[src/rtl/core/stshelf_pkg.sv]
// Shared types, constants and coefficient decode for the stereo shelf equalizer.
`default_nettype none

package stshelf_pkg;

    // Coefficient word: 14-bit signed mantissa, 13 fractional bits, 2-bit shift code
    localparam int COEF_WORD_W = 16;
    localparam int MANT_W      = 14;
    localparam int COEF_W      = 18;
    localparam int COEF_FRAC   = 13;
    localparam int NUM_COEFS   = 6;
    localparam int COEF_IDX_W  = 3;

    // Configuration port
    localparam int CFG_IDX_W  = 3;
    localparam int CFG_DATA_W = 16;

    localparam logic [CFG_IDX_W-1:0] REG_ENABLE       = 3'd0;
    localparam logic [CFG_IDX_W-1:0] REG_LOW_INPUT    = 3'd1;
    localparam logic [CFG_IDX_W-1:0] REG_LOW_PREV_IN  = 3'd2;
    localparam logic [CFG_IDX_W-1:0] REG_LOW_FEEDBACK = 3'd3;
    localparam logic [CFG_IDX_W-1:0] REG_HIGH_INPUT   = 3'd4;
    localparam logic [CFG_IDX_W-1:0] REG_HIGH_PREV_IN = 3'd5;
    localparam logic [CFG_IDX_W-1:0] REG_HIGH_FEEDBACK = 3'd6;

    // Reset value of the two direct-path coefficients: +1.0
    localparam logic [COEF_WORD_W-1:0] COEF_UNITY = 16'h5000;

    // Multiply term within one band
    typedef enum logic [1:0] {
        TERM_INPUT    = 2'd0,
        TERM_PREV_IN  = 2'd1,
        TERM_FEEDBACK = 2'd2
    } term_t;

    typedef enum logic [3:0] {
        ST_IDLE = 4'b0001,
        ST_MUL  = 4'b0010,
        ST_FIN  = 4'b0100,
        ST_DONE = 4'b1000
    } state_t;

    // Expand a raw coefficient word into m << e with 13 fractional bits
    function automatic logic signed [COEF_W-1:0] decode_coef(
        input logic [COEF_WORD_W-1:0] word
    );
        logic signed [COEF_W-1:0] mant;
        mant = COEF_W'($signed(word[MANT_W-1:0]));
        case (word[COEF_WORD_W-1:MANT_W])
            2'd0:    decode_coef = mant;
            2'd1:    decode_coef = mant <<< 1;
            2'd2:    decode_coef = mant <<< 2;
            2'd3:    decode_coef = mant <<< 4;
            default: decode_coef = mant;
        endcase
    endfunction

endpackage

`default_nettype wire

[src/rtl/core/stshelf_if.sv]
// Valid/ready channel interfaces for stereo frames in and equalized frames out.
`default_nettype none

interface stshelf_in_if #(
    parameter int SAMPLE_BITS = 24
);
    logic                          valid;
    logic                          ready;
    logic signed [SAMPLE_BITS-1:0] left_sample;
    logic signed [SAMPLE_BITS-1:0] right_sample;
    logic                          last_frame;

    modport source (output valid, left_sample, right_sample, last_frame, input ready);
    modport sink   (input valid, left_sample, right_sample, last_frame, output ready);
endinterface

interface stshelf_out_if #(
    parameter int SAMPLE_BITS = 24
);
    logic                          valid;
    logic                          ready;
    logic signed [SAMPLE_BITS-1:0] left_result;
    logic signed [SAMPLE_BITS-1:0] right_result;
    logic                          last_result;

    modport source (output valid, left_result, right_result, last_result, input ready);
    modport sink   (input valid, left_result, right_result, last_result, output ready);
endinterface

`default_nettype wire

[src/rtl/core/stereo_two_band_shelf_eq_unit.sv]
// Stereo two-band first-order shelving equalizer built around one shared multiplier.
//
// Usage:
//   frame  : sink channel, one beat carries a left and a right sample (signed Q1.23
//            at the default width) and a last_frame mark.
//   result : source channel, one beat per frame with the equalized samples and
//            last_result copied from last_frame.
//   cfg_we / cfg_index / cfg_data : write-only register port, written while idle.
// Each channel passes a low shelf and then a high shelf, y = c0*x + c1*x1 + c2*y1.
// One 18 x SAMPLE_BITS multiplier computes all twelve products, one per cycle while
// in the multiply state: a band multiplies the input, previous-input and feedback
// terms and then sums and saturates in the finish state, and after the last band
// the done state loads the output register. frame.ready is low after the frame beat
// until that load, and the next frame can be taken while the result beat is valid.
// With enable at 0 the frame goes straight to the done state and the history holds.
// A finished frame waits in the output register while the receiver stalls; the
// block accepts one more frame meanwhile and holds its result until the register
// drains.
// Reset clears the history, enables filtering and sets both direct coefficients
// to +1.0 and the others to zero.
`default_nettype none

module stereo_two_band_shelf_eq_unit #(
    parameter int CHANNELS    = 2,
    parameter int SAMPLE_BITS = 24
) (
    input  wire logic                                  clk,
    input  wire logic                                  rst_n,
    stshelf_in_if.sink                                 frame,
    stshelf_out_if.source                              result,
    input  wire logic                                  cfg_we,
    input  wire logic [stshelf_pkg::CFG_IDX_W-1:0]     cfg_index,
    input  wire logic [stshelf_pkg::CFG_DATA_W-1:0]    cfg_data
);

    // History exists only for the channels of the frame that CHANNELS covers
    localparam int HIST_CH = (CHANNELS < 2) ? 1 : 2;
    localparam int PROD_W  = SAMPLE_BITS + stshelf_pkg::COEF_W;
    localparam int ACC_W   = SAMPLE_BITS + 7;

    localparam logic signed [ACC_W-1:0] SAT_HI = ACC_W'({1'b0, {(SAMPLE_BITS-1){1'b1}}});
    localparam logic signed [ACC_W-1:0] SAT_LO = -SAT_HI - ACC_W'(1);

    typedef logic signed [SAMPLE_BITS-1:0] sample_t;

    stshelf_pkg::state_t state_reg, state_next;
    stshelf_pkg::term_t  term_reg, term_next;
    logic                band_reg, band_next;
    logic                ch_reg, ch_next;

    logic                                  enable_reg;
    logic [stshelf_pkg::COEF_WORD_W-1:0]   coef_reg [0:stshelf_pkg::NUM_COEFS-1];

    sample_t low_px_reg  [0:HIST_CH-1];
    sample_t low_py_reg  [0:HIST_CH-1];
    sample_t high_px_reg [0:HIST_CH-1];
    sample_t high_py_reg [0:HIST_CH-1];

    sample_t                   res_reg [0:1];
    logic                      last_reg;
    sample_t                   mid_reg;
    logic signed [PROD_W-1:0]  prod_reg;
    logic signed [ACC_W-1:0]   acc_reg, acc_next;

    logic                      out_valid_reg;
    sample_t                   out_left_reg, out_right_reg;
    logic                      out_last_reg;

    logic                      hidx;
    logic [stshelf_pkg::COEF_IDX_W-1:0] coef_idx;
    sample_t                   x_sel, op_sel;
    logic signed [PROD_W-1:0]  op_ext, coef_ext;
    logic signed [ACC_W-1:0]   prod_sh, sum;
    sample_t                   y_sat;
    logic                      take_frame, load_out;

    assign hidx       = (HIST_CH == 1) ? 1'b0 : ch_reg;
    assign take_frame = frame.valid && frame.ready;
    assign load_out   = (state_reg == stshelf_pkg::ST_DONE) && (!out_valid_reg || result.ready);

    assign frame.ready         = (state_reg == stshelf_pkg::ST_IDLE);
    assign result.valid        = out_valid_reg;
    assign result.left_result  = out_left_reg;
    assign result.right_result = out_right_reg;
    assign result.last_result  = out_last_reg;

    // Operand selection for the shared multiplier
    always_comb
    begin
        x_sel    = band_reg ? mid_reg : res_reg[ch_reg];
        coef_idx = band_reg ? stshelf_pkg::COEF_IDX_W'(3 + int'(term_reg))
                            : stshelf_pkg::COEF_IDX_W'(term_reg);
        case (term_reg)
            stshelf_pkg::TERM_INPUT:    op_sel = x_sel;
            stshelf_pkg::TERM_PREV_IN:  op_sel = band_reg ? high_px_reg[hidx] : low_px_reg[hidx];
            stshelf_pkg::TERM_FEEDBACK: op_sel = band_reg ? high_py_reg[hidx] : low_py_reg[hidx];
            default:                    op_sel = x_sel;
        endcase
        op_ext   = PROD_W'(op_sel);
        coef_ext = PROD_W'(stshelf_pkg::decode_coef(coef_reg[coef_idx]));
    end

    // Truncate toward minus infinity, then sum and saturate
    always_comb
    begin
        prod_sh = ACC_W'(prod_reg >>> stshelf_pkg::COEF_FRAC);
        sum     = acc_reg + prod_sh;
        if (sum > SAT_HI)
            y_sat = SAMPLE_BITS'(SAT_HI);
        else if (sum < SAT_LO)
            y_sat = SAMPLE_BITS'(SAT_LO);
        else
            y_sat = SAMPLE_BITS'(sum);
        acc_next = (term_reg == stshelf_pkg::TERM_INPUT) ? '0 : sum;
    end

    // Sequencer
    always_comb
    begin
        state_next = state_reg;
        term_next  = term_reg;
        band_next  = band_reg;
        ch_next    = ch_reg;
        unique case (state_reg)
            stshelf_pkg::ST_IDLE:
            begin
                term_next = stshelf_pkg::TERM_INPUT;
                band_next = 1'b0;
                ch_next   = 1'b0;
                if (take_frame)
                    state_next = enable_reg ? stshelf_pkg::ST_MUL : stshelf_pkg::ST_DONE;
            end
            stshelf_pkg::ST_MUL:
            begin
                unique case (term_reg)
                    stshelf_pkg::TERM_INPUT:    term_next = stshelf_pkg::TERM_PREV_IN;
                    stshelf_pkg::TERM_PREV_IN:  term_next = stshelf_pkg::TERM_FEEDBACK;
                    default:
                    begin
                        term_next  = stshelf_pkg::TERM_INPUT;
                        state_next = stshelf_pkg::ST_FIN;
                    end
                endcase
            end
            stshelf_pkg::ST_FIN:
            begin
                if (!band_reg)
                begin
                    band_next  = 1'b1;
                    state_next = stshelf_pkg::ST_MUL;
                end
                else if (int'(ch_reg) + 1 < HIST_CH)
                begin
                    band_next  = 1'b0;
                    ch_next    = 1'b1;
                    state_next = stshelf_pkg::ST_MUL;
                end
                else
                    state_next = stshelf_pkg::ST_DONE;
            end
            stshelf_pkg::ST_DONE:
            begin
                if (load_out)
                    state_next = stshelf_pkg::ST_IDLE;
            end
            default:
                state_next = stshelf_pkg::ST_IDLE;
        endcase
    end

    always_ff @(posedge clk or negedge rst_n)
    begin
        if (!rst_n)
        begin
            state_reg <= stshelf_pkg::ST_IDLE;
            term_reg  <= stshelf_pkg::TERM_INPUT;
            band_reg  <= 1'b0;
            ch_reg    <= 1'b0;
        end
        else
        begin
            state_reg <= state_next;
            term_reg  <= term_next;
            band_reg  <= band_next;
            ch_reg    <= ch_next;
        end
    end

    // Configuration registers
    always_ff @(posedge clk or negedge rst_n)
    begin
        if (!rst_n)
        begin
            enable_reg <= 1'b1;
            for (int i = 0; i < stshelf_pkg::NUM_COEFS; i++)
                coef_reg[i] <= '0;
            coef_reg[0] <= stshelf_pkg::COEF_UNITY;
            coef_reg[3] <= stshelf_pkg::COEF_UNITY;
        end
        else if (cfg_we)
        begin
            unique case (cfg_index)
                stshelf_pkg::REG_ENABLE:        enable_reg  <= cfg_data[0];
                stshelf_pkg::REG_LOW_INPUT:     coef_reg[0] <= cfg_data;
                stshelf_pkg::REG_LOW_PREV_IN:   coef_reg[1] <= cfg_data;
                stshelf_pkg::REG_LOW_FEEDBACK:  coef_reg[2] <= cfg_data;
                stshelf_pkg::REG_HIGH_INPUT:    coef_reg[3] <= cfg_data;
                stshelf_pkg::REG_HIGH_PREV_IN:  coef_reg[4] <= cfg_data;
                stshelf_pkg::REG_HIGH_FEEDBACK: coef_reg[5] <= cfg_data;
                default: ;
            endcase
        end
    end

    // Filter history
    always_ff @(posedge clk or negedge rst_n)
    begin
        if (!rst_n)
        begin
            for (int i = 0; i < HIST_CH; i++)
            begin
                low_px_reg[i]  <= '0;
                low_py_reg[i]  <= '0;
                high_px_reg[i] <= '0;
                high_py_reg[i] <= '0;
            end
        end
        else if (state_reg == stshelf_pkg::ST_FIN)
        begin
            if (band_reg)
            begin
                high_px_reg[hidx] <= mid_reg;
                high_py_reg[hidx] <= y_sat;
            end
            else
            begin
                low_px_reg[hidx] <= res_reg[ch_reg];
                low_py_reg[hidx] <= y_sat;
            end
        end
    end

    // Datapath: frame capture, multiply, accumulate
    always_ff @(posedge clk)
    begin
        if (take_frame)
        begin
            res_reg[0] <= frame.left_sample;
            res_reg[1] <= frame.right_sample;
            last_reg   <= frame.last_frame;
        end
        if (state_reg == stshelf_pkg::ST_MUL)
        begin
            prod_reg <= op_ext * coef_ext;
            acc_reg  <= acc_next;
        end
        if (state_reg == stshelf_pkg::ST_FIN)
        begin
            if (band_reg)
                res_reg[ch_reg] <= y_sat;
            else
                mid_reg <= y_sat;
        end
    end

    // Output register
    always_ff @(posedge clk or negedge rst_n)
    begin
        if (!rst_n)
            out_valid_reg <= 1'b0;
        else if (load_out)
            out_valid_reg <= 1'b1;
        else if (result.ready)
            out_valid_reg <= 1'b0;
    end

    always_ff @(posedge clk)
    begin
        if (load_out)
        begin
            out_left_reg  <= res_reg[0];
            out_right_reg <= res_reg[1];
            out_last_reg  <= last_reg;
        end
    end

endmodule

`default_nettype wire

[src/flat_wrapper.sv]
// flat-port wrapper written by rule: the top's interface ports become plain ports
module stereo_two_band_shelf_eq_unit_flat 
#(
    parameter int CHANNELS    = 2,
    parameter int SAMPLE_BITS = 24
)
  (clk, rst_n, cfg_we, cfg_index, cfg_data, frame_valid, frame_left_sample, frame_right_sample, frame_last_frame, frame_ready, result_valid, result_left_result, result_right_result, result_last_result, result_ready);
  stshelf_in_if #(.SAMPLE_BITS(SAMPLE_BITS)) frame_i ();
  stshelf_out_if #(.SAMPLE_BITS(SAMPLE_BITS)) result_i ();
  input  wire logic clk;
  input  wire logic rst_n;
  input  wire logic cfg_we;
  input  wire logic [stshelf_pkg::CFG_IDX_W-1:0] cfg_index;
  input  wire logic [stshelf_pkg::CFG_DATA_W-1:0] cfg_data;
  input wire logic [$bits(frame_i.valid)-1:0] frame_valid;
  input wire logic [$bits(frame_i.left_sample)-1:0] frame_left_sample;
  input wire logic [$bits(frame_i.right_sample)-1:0] frame_right_sample;
  input wire logic [$bits(frame_i.last_frame)-1:0] frame_last_frame;
  output wire logic [$bits(frame_i.ready)-1:0] frame_ready;
  output wire logic [$bits(result_i.valid)-1:0] result_valid;
  output wire logic [$bits(result_i.left_result)-1:0] result_left_result;
  output wire logic [$bits(result_i.right_result)-1:0] result_right_result;
  output wire logic [$bits(result_i.last_result)-1:0] result_last_result;
  input wire logic [$bits(result_i.ready)-1:0] result_ready;
  assign frame_i.valid = frame_valid;
  assign frame_i.left_sample = frame_left_sample;
  assign frame_i.right_sample = frame_right_sample;
  assign frame_i.last_frame = frame_last_frame;
  assign frame_ready = frame_i.ready;
  assign result_valid = result_i.valid;
  assign result_left_result = result_i.left_result;
  assign result_right_result = result_i.right_result;
  assign result_last_result = result_i.last_result;
  assign result_i.ready = result_ready;
  stereo_two_band_shelf_eq_unit #(.CHANNELS(CHANNELS), .SAMPLE_BITS(SAMPLE_BITS)) u_core (.clk(clk), .rst_n(rst_n), .frame(frame_i), .result(result_i), .cfg_we(cfg_we), .cfg_index(cfg_index), .cfg_data(cfg_data));
endmodule
[config.mk]
export PLATFORM = sky130hd
export DESIGN_NAME = stereo_two_band_shelf_eq_unit_flat
export DESIGN_NICKNAME = d
export VERILOG_FILES = /design/src/rtl/core/stshelf_pkg.sv /design/src/rtl/core/stshelf_if.sv /design/src/rtl/core/stereo_two_band_shelf_eq_unit.sv /design/src/flat_wrapper.sv
export SDC_FILE = /design/constraint.sdc
export NUM_CORES = 2
export LEC_CHECK = 0
export ABC_AREA = 1
export BUFFER_PORTS_ARGS = -buffer_cell sky130_fd_sc_hd__buf_4
export CORE_MARGIN = 10
export CORE_UTILIZATION = 40
export CTS_CLUSTER_DIAMETER = 30
export DETAILED_ROUTE_END_ITERATION = 10
export GPL_ROUTABILITY_DRIVEN = 0
export PLACE_DENSITY_LB_ADDON = 0.2
export SYNTH_ARGS = -nofsm -noshare
export SYNTH_HDL_FRONTEND = slang
export SYNTH_SLANG_ARGS = --single-unit
export TNS_END_PERCENT = 10
[constraint.sdc]
create_clock -name clk -period 6.95 [get_ports clk]
set_input_delay 1.0425 -clock clk [delete_from_list [all_inputs] [get_ports clk]]
set_output_delay 1.0425 -clock clk [all_outputs]
set_load 0.005 [all_outputs]
==> out/summary.txt <==
Highest cell delay on the worst timing path = 640 ps
Multi-input combinational cell area = 22600 um2
Combined area of all synthesized cells = 38100 um2
Initial antenna violation count = 1
Violation count after the first detailed-route iteration = 2440
Async set-reset flop share out of synthesis = 62.1%
Hpwl dp = 91600 um
Mean instance size in the synthesized netlist = 8.56 um2
Final-report max-slew violation count = 0
Number of enable flip-flop cells after synthesis = 182
Yosys top cell by area = sky130_fd_sc_hd__fa_1
Most frequent cells in the layout = 1173 x sky130_fd_sc_hd__nand2_1, 734 x sky130_fd_sc_hd__inv_1, 549 x sky130_fd_sc_hd__buf_4
Final Hold Slack = 276 ps
Top flip-flop cell by instance count after synthesis = sky130_fd_sc_hd__dfrtp_1
Die Ht = 329 um
Clock buffers created by TritonCTS = 104
Register area share after synthesis = 33.9%
Width of the chip = 329 um
Worst path arrival time = 7700 ps
Max_cap viols = 0
Final hold violation count = 0
Non-filler instance count after layout = 6364
Fraction of final layout cells sized beyond drive strength 1 = 22.6%
Slowest library cell on the worst path = sky130_fd_sc_hd__fa_1
Share of the clock period used by the worst path after layout = 105%
Leading cell types by total area after synthesis = sky130_fd_sc_hd__fa_1 22%, sky130_fd_sc_hd__dfrtp_1 19%, sky130_fd_sc_hd__edfxtp_1 14%
Worst hold path type = in2async
Number of diodes added for antenna fixing = 0
Clock tree from TritonCTS = built
Clock root cell = sky130_fd_sc_hd__clkbuf_16
Total number of placement rows = 113
H-tree depth = 3
Starting density of the core = 40.2%
Number of filler instances in the final layout = 8843
Worst slew pin tran = 1130 ps
Setup CP Type = reg2reg
Period minus WS final = 7310 ps
Outcome = finished, violations left
Count of synthesis-stage warnings from yosys = 0
Gr usage total = 22.5%
Most common library cell in the layout ignoring fill and taps = sky130_fd_sc_hd__nand2_1
Area taken by flip-flops and latches = 12900 um2
Synth Instances = 4450
Floorplan Core Area = 94700 um2
Source-to-sink clock delay at the later pin of the worst-skew pair = 680 ps
Area share of the largest cell type after synthesis = 22.3%
Total wire length = 121000 um
Peak fanout along the critical path = 8
Area added between synthesis and finish = 29.6%
Highest clock rate = 0.137 GHz
Cell seen most often among critical-path stages = sky130_fd_sc_hd__fa_1
Crit. End Element = flip-flop
Max FFs per register = 96
Global-route wire length before repair = 190000 um
Post-CTS Hold Fix Bufs = 0
Number of global-route vias before repair = 33300
Critical path data required time = 7330 ps
Summed negative setup slack over all endpoints = -5120 ps
Critical Path Source Type = flip-flop
Post-Route Utilization = 52.1%
Residual overflow from global routing = 0
Clock buffer depth = 3
Worst rel slew slack = 24.3%
Layout Nets = 5639
Setup WS post-layout = -364 ps
#FFs+latches synth = 480
Largest net degree at the start of global routing = 167
Die ar. = 108000 um2
Clk sink count = 480
Setup clock skew after layout = 66.3 ps
DRC Markers = 0
I/O pin count = 124
Via Count = 32100
Violated checks = setup timing
Final setup violation count = 24
Number of antenna-violating nets in the routed design = 0
Unique cell type count in the Yosys netlist = 59
Placed Cells incl. Taps = 6094
Synthesized Nets = 5082
Mean routed wirelength per cell = 19.0 um
RSZ-0062 raised after global routing = true
Detailed-route vias per instance = 5.05
DRT Pass-1 Iters = 6
Number of port buffers = 123
Clock transition at path regs = 50 ps
-- path summary, 6_finish.rpt --
kind	start	endpoint	slack (ps)	cells past startpoint
setup / recovery	u_core.term_reg[1]	u_core.prod_reg[39]	-360	29
hold reg to reg	u_core.last_reg	u_core.result.last_result	430	0
min in group clk	u_core.last_reg	u_core.result.last_result	430	0
setup reg to reg	u_core.term_reg[1]	u_core.prod_reg[39]	-360	29
hold / removal	rst_n	u_core.high_py_reg[22]	280	1
max in group asynchronous	rst_n	u_core.coef_reg[24]	5240	2
-- through the flow --
stage | area, um2 | worst slack, ps
final | 49400 | -364
after global routing | 49400 | -623
after detailed placement | 43900 | -542
after global placement | 43900 | -533
after CTS | 48600 | -328
after floorplan | 38300 | -28.1
-- kinds of logic (layout without fill, tap and decap cells) --
family / Yosys count / in the layout / synth area share, %
AND/OR/NAND/NOR: 1727 / 1727 / 17.9
buffers and inverters: 963 / 1612 / 9.87
AO/OA/AOI/OAI: 666 / 666 / 10.3
adder cells (fa/ha/maj): 559 / 559 / 26.7
flip-flops: 480 / 480 / 33.9
XOR/XNOR: 55 / 55 / 1.26
-- Yosys cell counts (5+ instances only) --
master and instances:
sky130_fd_sc_hd__o211ai_1 11, sky130_fd_sc_hd__o21a_1 16, sky130_fd_sc_hd__a21oi_1 105, sky130_fd_sc_hd__nand2_2 34
sky130_fd_sc_hd__xnor2_1 10, sky130_fd_sc_hd__nand2_1 1224, sky130_fd_sc_hd__o21ai_1 7, sky130_fd_sc_hd__dfstp_2 6
sky130_fd_sc_hd__inv_2 20, sky130_fd_sc_hd__nor4_1 5, sky130_fd_sc_hd__o22a_1 9, sky130_fd_sc_hd__dfrtp_1 292
sky130_fd_sc_hd__a31oi_1 12, sky130_fd_sc_hd__buf_6 7, sky130_fd_sc_hd__xor2_1 45, sky130_fd_sc_hd__clkbuf_1 124
sky130_fd_sc_hd__nand4_1 10, sky130_fd_sc_hd__fa_1 425, sky130_fd_sc_hd__nor3_1 14, sky130_fd_sc_hd__o221ai_1 14
sky130_fd_sc_hd__a211oi_1 5, sky130_fd_sc_hd__a221o_1 23, sky130_fd_sc_hd__a21o_1 8, sky130_fd_sc_hd__nor2_1 338
sky130_fd_sc_hd__buf_4 13, sky130_fd_sc_hd__o21bai_1 11, sky130_fd_sc_hd__ha_1 134, sky130_fd_sc_hd__edfxtp_1 182
sky130_fd_sc_hd__a22oi_1 47, sky130_fd_sc_hd__or2_2 10, sky130_fd_sc_hd__buf_2 33, sky130_fd_sc_hd__nand3_1 77
sky130_fd_sc_hd__inv_1 757, sky130_fd_sc_hd__o21ai_0 374
-- what timing repair did --
item                       in CTS  in global routing
gates resized for setup       149                150
setup endpoints to repair      28                 29
pin swaps                      56                 51
buffers inserted               47                 21
cloned                          4                  0
-- worst max-delay path: cells and delay by family, from the launching register on --
kind	cells	cell delay, ps
xor+xnor	1	170
simple gates	4	610
compound gates	6	1040
flops	1	360
fa+ha+maj	8	3630
buf+inv	10	1240
-- area by class of cell --
| class | instances | share of cell area (%) |
|---|---|---|
| Clock buffer | 130 | 5.73 |
| Clock inverter | 68 | 1.58 |
| Inverter | 782 | 6.08 |
| Multi-Input combinational cell | 3007 | 45.8 |
| Sequential cell | 480 | 26.2 |
| Tap cell | 1265 | 3.21 |
| Timing Repair Buffer | 632 | 11.4 |
-- metal layers --
layer | vias up | GRT usage (%) | routed length, um
li1 | 15000 | - | -
met1 | 15800 | 29.6 | 51000
met2 | 1092 | 36.3 | 56300
met3 | 260 | 4.04 | 8300
met4 | 2 | 9.42 | 5330
met5 | - | 0 | 10
Power is left out: the tool's default activity adds up to more than one toggle a clock period on the data nets, which glitch-free logic cannot reach.
